[config.mk]
export PLATFORM = sky130hd
export DESIGN_NAME = awhd_ctrl
export DESIGN_NICKNAME = d
export VERILOG_FILES = /design/src/sv/awhd_pkg.sv /design/src/sv/awhd_ctrl.sv
export SDC_FILE = /design/constraint.sdc
export NUM_CORES = 1
export LEC_CHECK = 0
export BUFFER_PORTS_ARGS = -buffer_cell sky130_fd_sc_hd__buf_4
export CORE_MARGIN = 1.5
export CORE_UTILIZATION = 55
export CTS_BUF_LIST = sky130_fd_sc_hd__clkbuf_2 sky130_fd_sc_hd__clkbuf_4 sky130_fd_sc_hd__clkbuf_8
export CTS_CLUSTER_SIZE = 10
export DETAILED_ROUTE_END_ITERATION = 10
export PLACE_DENSITY = 0.79
export SLEW_MARGIN = 20
export SYNTH_ARGS = -nofsm -noshare
export SYNTH_HDL_FRONTEND = slang
export SYNTH_SLANG_ARGS = --single-unit
[constraint.sdc]
create_clock -name i_clk -period 8.5 [get_ports i_clk]
set_clock_uncertainty 0.2 [all_clocks]
set_input_delay 1.275 -clock i_clk [delete_from_list [all_inputs] [get_ports i_clk]]
set_output_delay 1.275 -clock i_clk [all_outputs]
set_load 0.05 [all_outputs]
[src/sv/awhd_pkg.sv]
// ---------------------------------------------------------------------------
// awhd_pkg
// Shared widths, codes and control types of the alpha-weighted downscaler.
// ---------------------------------------------------------------------------
`default_nettype none

package awhd_pkg;

    localparam int unsigned DEF_MAX_WIDTH = 4096;
    localparam int unsigned MAX_HEIGHT    = 4096;
    localparam int unsigned CFG_W         = 13;
    localparam int unsigned CFG_IDX_W     = 1;
    localparam int unsigned PIX_W         = 8;
    localparam int unsigned PROD_W        = 16;
    localparam int unsigned PAIR_W        = 17;
    localparam int unsigned PAIRA_W       = 9;
    localparam int unsigned SUM_W         = 18;
    localparam int unsigned SUMA_W        = 10;
    localparam int unsigned ROW_W         = 12;
    localparam int unsigned LINE_W        = 3 * PAIR_W + PAIRA_W;
    localparam int unsigned DIV_CNT_W     = 5;
    localparam int unsigned RESET_WIDTH   = 640;
    localparam int unsigned RESET_HEIGHT  = 480;

    typedef enum logic [CFG_IDX_W-1:0] {
        REG_SOURCE_WIDTH  = 1'b0,
        REG_SOURCE_HEIGHT = 1'b1
    } t_reg_idx;

    typedef enum logic [6:0] {
        S_IDLE = 7'b0000001,
        S_MUL  = 7'b0000010,
        S_SUM  = 7'b0000100,
        S_WR   = 7'b0001000,
        S_ACC  = 7'b0010000,
        S_DIV  = 7'b0100000,
        S_OUT  = 7'b1000000
    } t_state;

    typedef struct packed {
        logic load_px;
        logic mul;
        logic store_left;
        logic make_pair;
        logic mem_wr;
        logic acc;
        logic div_step;
        logic out_load;
    } t_cmd;

    typedef struct packed {
        logic div_done;
        logic out_free;
    } t_status;

endpackage

`default_nettype wire

[src/sv/awhd_ctrl.sv]
// ---------------------------------------------------------------------------
// awhd_ctrl
// Sequencer: frame position counters, configuration and per-pixel steps.
// ---------------------------------------------------------------------------
`default_nettype none

module awhd_ctrl
    import awhd_pkg::*;
#(
    parameter int unsigned MAX_WIDTH = DEF_MAX_WIDTH
) (
    input  wire logic                 i_clk,
    input  wire logic                 i_rst_n,
    input  wire logic                 i_cfg_we,
    input  wire logic [CFG_IDX_W-1:0] i_cfg_index,
    input  wire logic [CFG_W-1:0]     i_cfg_data,
    input  wire logic                 i_in_valid,
    output logic                      o_in_ready,
    input  wire t_status              i_status,
    output t_cmd                      o_cmd,
    output logic [(((MAX_WIDTH + 1) / 2) > 1 ? $clog2((MAX_WIDTH + 1) / 2) : 1)-1:0] o_slot
);
    localparam int unsigned LineDepth = (MAX_WIDTH + 1) / 2;
    localparam int unsigned SlotW     = (LineDepth > 1) ? $clog2(LineDepth) : 1;
    localparam int unsigned ColW      = $clog2(MAX_WIDTH);
    localparam int unsigned EffW      = ColW + 1;

    t_state             r_state, n_state;
    logic [CFG_W-1:0]   r_width, r_height;
    logic [ColW-1:0]    r_col;
    logic [ROW_W-1:0]   r_row;
    logic               r_col_odd, r_row_odd;
    logic [SlotW-1:0]   r_slot;
    logic [EffW-1:0]    w_eff, col_next;
    logic [ROW_W:0]     h_eff, row_next;
    logic               accept;

    always_comb begin
        if (r_width == '0) begin
            w_eff = EffW'(1);
        end else if (32'(r_width) > 32'(MAX_WIDTH)) begin
            w_eff = EffW'(MAX_WIDTH);
        end else begin
            w_eff = EffW'(r_width);
        end
        if (r_height == '0) begin
            h_eff = (ROW_W + 1)'(1);
        end else if (32'(r_height) > 32'(MAX_HEIGHT)) begin
            h_eff = (ROW_W + 1)'(MAX_HEIGHT);
        end else begin
            h_eff = (ROW_W + 1)'(r_height);
        end
    end

    assign o_in_ready = (r_state == S_IDLE);
    assign accept     = o_in_ready && i_in_valid;
    assign col_next   = {1'b0, r_col} + EffW'(1);
    assign row_next   = {1'b0, r_row} + (ROW_W + 1)'(1);

    always_ff @(posedge i_clk) begin
        if (!i_rst_n) begin
            r_state  <= S_IDLE;
            r_width  <= CFG_W'(RESET_WIDTH);
            r_height <= CFG_W'(RESET_HEIGHT);
            r_col    <= '0;
            r_row    <= '0;
        end else begin
            r_state <= n_state;
            if (i_cfg_we) begin
                case (i_cfg_index)
                    REG_SOURCE_WIDTH:  r_width  <= i_cfg_data;
                    REG_SOURCE_HEIGHT: r_height <= i_cfg_data;
                    default: ;
                endcase
                r_col <= '0;
                r_row <= '0;
            end else if (accept) begin
                if (col_next >= w_eff) begin
                    r_col <= '0;
                    r_row <= (row_next >= h_eff) ? '0 : row_next[ROW_W-1:0];
                end else begin
                    r_col <= col_next[ColW-1:0];
                end
            end
        end
    end

    always_ff @(posedge i_clk) begin
        if (accept) begin
            r_col_odd <= r_col[0];
            r_row_odd <= r_row[0];
            r_slot    <= SlotW'(r_col >> 1);
        end
    end

    always_comb begin
        n_state = r_state;
        o_cmd   = '0;
        case (r_state)
            S_IDLE: begin
                o_cmd.load_px = accept;
                if (accept) n_state = S_MUL;
            end
            S_MUL: begin
                o_cmd.mul = 1'b1;
                n_state   = S_SUM;
            end
            S_SUM: begin
                if (!r_col_odd) begin
                    o_cmd.store_left = 1'b1;
                    n_state          = S_IDLE;
                end else begin
                    o_cmd.make_pair = 1'b1;
                    n_state         = r_row_odd ? S_ACC : S_WR;
                end
            end
            S_WR: begin
                o_cmd.mem_wr = 1'b1;
                n_state      = S_IDLE;
            end
            S_ACC: begin
                o_cmd.acc = 1'b1;
                n_state   = S_DIV;
            end
            S_DIV: begin
                o_cmd.div_step = 1'b1;
                if (i_status.div_done) n_state = S_OUT;
            end
            S_OUT: begin
                if (i_status.out_free) begin
                    o_cmd.out_load = 1'b1;
                    n_state        = S_IDLE;
                end
            end
            default: n_state = S_IDLE;
        endcase
    end

    assign o_slot = r_slot;
endmodule

`default_nettype wire

-- Yosys cells after proc, flatten, opt, wreduce, memory -nomap -nowiden
Index checks and enable logic that the tools add are counted.
- add/sub/neg operators: 2
- multiply operators: 0
- div/mod/pow operators: 0
- magnitude comparators: 4
- eq/ne operators: 10
- shift-type cells: 0
- multiplexer cells: 22
- bitwise logic cells: 2
- reductions and logical operators: 8
- operators with widths (operator ; number):
    13-bit two-way mux ; 4
    7-bit one-hot mux with 6 select lines ; 1
    12-bit by 1-bit adder with 13-bit output, second input constant ; 2
    13-bit greater-or-equal comparator ; 2
    13-bit greater-than comparator, second input constant ; 2
    13-bit zero test ; 2
    12-bit two-way mux ; 2
    7-bit two-way mux ; 3
    5-bit two-way mux ; 2
    1-bit two-way mux ; 9
    7-bit by 1-bit == test with 1-bit output, second input constant ; 1
    7-bit by 2-bit == test with 1-bit output, second input constant ; 1
    7-bit by 3-bit == test with 1-bit output, second input constant ; 1
    7-bit by 4-bit == test with 1-bit output, second input constant ; 1
    7-bit by 5-bit == test with 1-bit output, second input constant ; 1
    7-bit by 6-bit == test with 1-bit output, second input constant ; 1
    7-bit == test, second input constant ; 1
    2-bit AND reduction ; 3
    2-bit inequality test, second input constant ; 2
    3-bit AND reduction ; 1
    2-bit two-way mux ; 1
    2-bit by 1-bit inequality test with 1-bit output, second input constant ; 1
    1-bit inverter ; 2
    2-bit OR reduction ; 1
    1-bit logical AND ; 1
- register bits after elaboration: 70
- latch bits: 0
- bits in writable memories: 0
- ROM bits: 0
- input bits: 20
- output and inout port bits: 20
- logic and storage cells: 56
- memories: 0

-- Depth between registers and ports, before layout
Gate-level depths: netlist of run 1.
- depth after elaboration: 5
- gate-level depth with buffers: 14
- gate-level depth less buffers: 13

-- Least setup slack after synthesis of run 1
Ideal clock, no wire load.
- path kind: reg2out
- start point: register r_state[5]
- end point: output o_cmd[6] in the netlist's numbering
- arrival: 2.290 ns
- setup slack: 4.735 ns
- stages on the path, launching flop included: 3
- path buffers: 0
- cells stage by stage: dfxtp_1 nor3_1 nor4bb_1
- RTL lines (item ; line ; RTL):
    from (decl) ; awhd_ctrl.sv:28 ; t_state r_state, n_state;
    from (signal assigned) ; awhd_ctrl.sv:68 ; r_state <= n_state;
    to (decl) ; awhd_ctrl.sv:20 ; output t_cmd o_cmd,

==> results.cfg, run 1 <==
[worst_setup_path]
cp-start-kind = input pin
cp_max_fo = 15
worstPathRequired_ps = 7030
end_kind = primary output
path_class = input pin to primary output
worst-endpoint-arrival_ps = 2410

[die]
rows = 30
die_y_um = 86.2
core_um2 = 6760
die_w_um = 86.2
die-area_um2 = 7420
start_util = 0.563
io_pins = 40

[synth]
synth_top_cell_by_area = dfxtp_1
synthesis.area_um2 = 3800
synth_ff_type = dfxtp_1
ys_seq_area_frac = 0.403
synth_nets = 488
synth_seq_cells = 70
yosysUniqueCellTypes = 54
avgSynthCellArea_um2 = 8.64
syn_inst = 440
synth_top_area_share = 0.300
yosys_warnings = 0
synth_area_leaders = dfxtp_1 (30%), edfxtp_1 (10%), nand2_1 (9.5%), ha_1 (9.2%), a21boi_0 (3.9%)
synth_edf_count = 13
async_flop_share = 0

[power_and_ir_drop]
pwr-share-clk = 0.379
power_frac_seq = 0.459
worst_ir_drop_vdd_v = 0.000131
p_int_w = 0.000574
switching_power_w = 0.000228
pwr-share-comb = 0.162
p_leak_nw = 1.85
p_sw_frac = 0.285
power_density_nw_per_um2 = 184

[grt]
grt_max_degree = 31
antenna_found_initial = 0
grt_pass1_wl_um = 12900
grt-ovfl-total = 0
grt_pass1_vias = 2870
grt_usage = 0.223

[timing]
post-route-period-util = 0.457
period_minus_slack_ps = 3880
fin_tns_setup_ps = 0
tightestPinTransition_ps = 743
finalSetupViolations = 0
grt_setup_unrepaired = no
relSlewSlack = 0.504
slew_viol_final = 0
fmaxAchievable_ghz = 0.258
finalHoldViolCount = 0

[routing]
post_drt_wl_per_cell_um = 14.3
vias_per_cell = 5.69
first_pass_iters = 5
drt_iter0_drc = 179
ant_nets = 0
vias = 3196
wl_um = 8030
drc = 0

[cts]
holdBufCountCts = 0
clkLatencyLatePin_ps = 340
cts_sinks = 70
cts_buffers = 9
cts_tree = done
cts_root_buffer = clkbuf_8
htreeDepth = 3
post_cts_buffers = 0
clk_pin_slew_ps = 70
postCtsResizedCells = 0
clock_path_buffers = 2

[hold_path]
hp-class = flip-flop to flip-flop

[final_layout]
finalNetCount = 525
drive_gt1_frac = 0.141
postLayoutCellArea_um2 = 4370
n_antenna_cell = 0
area_delta_synth_final_pct = 14.9

[placement]
dp_hpwl_um = 5970
placed_area_um2 = 4140
portBuffers = 39
routabilityCongestion = 0.858

[run]
cap_violations = 0

[outcome]
status = completed
-- cell type report --
type / count / area, um2
fillers: 589 / 2390
multi-input cells: 346 / 2170
flip-flops and latches: 70 / 1530
repair buffers: 40 / 300
clock buffers: 10 / 138
well taps: 80 / 100
clock inverters: 6 / 93.8
inverters: 10 / 37.5
-- power by group through the flow --
stage | Combinational, W | Clock (W) | Sequential [W]
final | 0.000130 | 0.000304 | 0.000368
after global routing | 0.000141 | 0.000325 | 0.000370
after CTS | 0.000130 | 0.000309 | 0.000368
after detailed placement | 0.000130 | 0 | 0.000376
after global placement | 0.000128 | 0 | 0.000375
after floorplan | 0.0000725 | 0 | 0.000396
-- layout by cell type, fill, tap and decap left out, types with 5 or more instances in the layout --
master	netlist	layout
a21boi_0	20	20
a21o_1	6	6
a21oi_1	11	11
a22oi_1	13	13
a31oi_1	6	6
and2_1	6	6
buf_4	1	40
clkbuf_8	0	10
dfxtp_1	57	57
edfxtp_1	13	13
ha_1	28	28
inv_1	10	10
nand2_1	96	96
nand2b_1	8	8
nand3_1	18	18
nand4_1	6	6
nor2_1	22	22
nor2b_1	10	10
nor3_1	8	8
nor4_1	7	7
o21ai_1	11	11
xnor2_1	8	8
xor2_1	5	5
-- stage by stage --
| stage | hold slack [ps] | worst slack, ps | cells | util | total power, W |
|---|---|---|---|---|---|
| after floorplan | 220 | 4740 | 440 | - | 0.000468 |
| after global placement | 234 | 4650 | 546 | 0.613 | 0.000502 |
| after detailed placement | 242 | 4600 | 546 | 0.613 | 0.000506 |
| after CTS | 251 | 4600 | 562 | 0.647 | 0.000807 |
| after global routing | 280 | 4430 | 562 | 0.647 | 0.000836 |
| final | 252 | 4620 | 562 | 0.647 | 0.000802 |
-- cells by family (layout without fill, tap and decap cells) --
logic type | after synthesis | after routing | synth area share
adder cells (fa/ha/maj) | 28 | 28 | 0.0921
AO/OA/AOI/OAI | 94 | 94 | 0.173
flip-flops | 70 | 70 | 0.403
XOR/XNOR | 13 | 13 | 0.0299
buffers and inverters | 24 | 66 | 0.0270
AND/OR/NAND/NOR | 210 | 210 | 0.272
multiplexers | 1 | 1 | 0.00263
-- flip-flops by register name (all words and copies together) (netlist names) --
signal and cells:
r_height 13, r_row 12, r_col_odd 1, r_row_odd 1, r_width 13, o_slot 11
r_state 7, r_col 12
-- worst paths after layout --
kind | endpoint | slack [ps] | startpoint | depth (start not counted)
setup / recovery | o_cmd[7] | 4620 | i_in_valid | 4
hold / removal | r_state[3] | 250 | r_row_odd | 1
setup reg to reg | r_row[8] | 4700 | r_row[0] | 12
hold reg to reg | r_state[3] | 250 | r_row_odd | 1
-- cell usage after synthesis, types with 3 or more instances --
master     n
or2_2      4
o21a_1     4
nand2_1   96
ha_1      28
a22o_1     4
dfxtp_1   57
edfxtp_1  13
nand4_1    6
nand2b_1   8
a31oi_1    6
or3_1      4
o21ai_1   11
and2_1     6
nor3b_1    4
nor2_1    22
o31ai_1    3
a21o_1     6
xor2_1     5
nor4_1     7
o21ai_0    4
a21boi_0  20
xnor2_1    8
clkbuf_1  11
a21oi_1   11
inv_1     10
a22oi_1   13
nor2b_1   10
nand3_1   18
nor3_1     8
and3_1     3
-- per-layer routing --
metal  global-route usage  vias up  wire, um
met5                    0        -         0
met4               0.0997        0       132
met3               0.0366       14       302
met2                0.361       91      3730
met1                0.292     1446      3870
li1                     -     1645         -
-- critical path, cell delays in order --
cell,delay (ps)
buf_4,100
nand3_2,240
inv_1,490
buf_4,290
(Power assumes the default switching activity.)
==> inputs of run 2 (changes only) <==
- clock period: 8.5 -> 3.7 ns (I/O delays scaled with it)
==> results.cfg, run 2 (same netlist as run 1, synthesis figures left out) <==
[placement]
dp_cells = 549
portBuffers = 39
dp_hpwl_um = 6290
placed_area_um2 = 4160
routabilityCongestion = 0.876

[die]
die_w_um = 86.2
start_util = 0.563
die_y_um = 86.2
rows = 30
die-area_um2 = 7420
core_um2 = 6760
io_pins = 40

[final_layout]
top_regs = r_height (13), r_width (13)
seq_area_um2 = 1540
drive_gt1_frac = 0.160
n_antenna_cell = 0
multi_input_comb_area_um2 = 2190
n_fill_cell = 575
postLayoutCellArea_um2 = 4420
final_cell_mix = nand2_1 (96), dfxtp_1 (54), buf_4 (44)
layout_commonest_cell = nand2_1
area_delta_synth_final_pct = 16.1
fin_cells = 566
finalNetCount = 529
final_core_util = 0.654

[routing]
drc = 0
post_drt_wl_per_cell_um = 14.9
vias_per_cell = 5.80
wl_met1_um = 3890
vias = 3284
first_pass_iters = 5
top_layer = met4
ant_nets = 0
wl_met3_um = 425
drt_iter0_drc = 320
wl_met2_um = 3950
wl_um = 8410

[worst_setup_path]
cp_max_fo = 5
worstPathRequired_ps = 3800
worst-endpoint-arrival_ps = 3630
end_kind = flip-flop
cp-start-kind = flip-flop
path_class = flip-flop to flip-flop

[timing]
relSlewSlack = 0.496
finalSetupViolations = 0
holdWs_ps = 238
finalHoldViolCount = 0
slew_viol_final = 0
tightestPinTransition_ps = 754
grt_setup_unrepaired = no
fmaxAchievable_ghz = 0.284
period_minus_slack_ps = 3520
post-route-period-util = 0.952
fin_tns_setup_ps = 0

[power_and_ir_drop]
p_sw_frac = 0.295
pwr-share-comb = 0.167
worst_ir_drop_vdd_v = 0.000271
power_frac_seq = 0.454
switching_power_w = 0.000548
power_density_nw_per_um2 = 421
p_int_w = 0.00131
pwr-share-clk = 0.379
p_leak_nw = 1.87

[cts]
clkLatencyLatePin_ps = 360
cts_tree = done
htreeDepth = 3
cts_sinks = 70
clock_path_buffers = 2
cts_buffers = 9
cts_root_buffer = clkbuf_8
clk_pin_slew_ps = 80

[grt]
grt-ovfl-total = 0
grt_pass1_wl_um = 14200
grt_usage = 0.244
antenna_found_initial = 0
grt_max_degree = 31
grt_pass1_vias = 3079

[run]
cap_violations = 0

[hold_path]
hp-class = input pin to flip-flop

[outcome]
status = completed
==> run 2: what timing repair did <==
item	CTS	global route
endpoints found under the setup margin	0	12
resized for setup	0	7
hold buffers	0	0
setup buffers	0	1
==> run 2: layout make-up <==
cell class                      instances  share of cell area
Tap cell                               80              0.0227
Timing Repair Buffer                   44              0.0748
Multi-Input combinational cell        346               0.495
Inverter                               10             0.00850
Clock inverter                          7              0.0232
Sequential cell                        70               0.348
Clock buffer                            9              0.0281
==> run 2: layer usage <==
metal,GRT usage,up-vias
met5,0,-
met4,0.101,0
met3,0.0481,13
met2,0.394,107
met1,0.322,1503
li1,-,1661
==> run 2: power by group through the flow <==
stage                     registers, W  clock network, W  logic (W)
after global routing          0.000849          0.000748   0.000339
after detailed placement      0.000862                 0   0.000308
after CTS                     0.000845          0.000715   0.000310
final                         0.000845          0.000704   0.000312
after floorplan               0.000909                 0   0.000167
after global placement        0.000861                 0   0.000302
==> run 2: worst max-delay path, cell delays in order, from the launching register on <==
cell and delay, ps:
dfxtp_1 390, ha_1 250, nand3_1 120, or3_1 450
or3_1 400, nand2b_1 90, ha_1 240, nand3_1 80
a21boi_1 70, a2111oi_2 360, o41a_1 330, buf_4 150
and2_1 180, a22o_1 140
==> run 2: through the flow <==
stage | power (W) | setup WS (ps)
2_1_floorplan | 0.00108 | 492
3_3_place_gp | 0.00116 | 336
3_5_place_dp | 0.00117 | 38.2
4_1_cts | 0.00187 | 35.8
5_1_grt | 0.00194 | 2.83
6_report | 0.00186 | 176
==> run 2: worst paths after layout <==
check	startpoint	slack [ps]	depth (start not counted)	end
setup / recovery	r_row[1]	180	13	r_row[1]
hold / removal	i_cfg_data[5]	240	3	r_height[5]
setup reg to reg	r_row[1]	180	13	r_row[1]
hold reg to reg	r_row_odd	240	1	r_state[3]
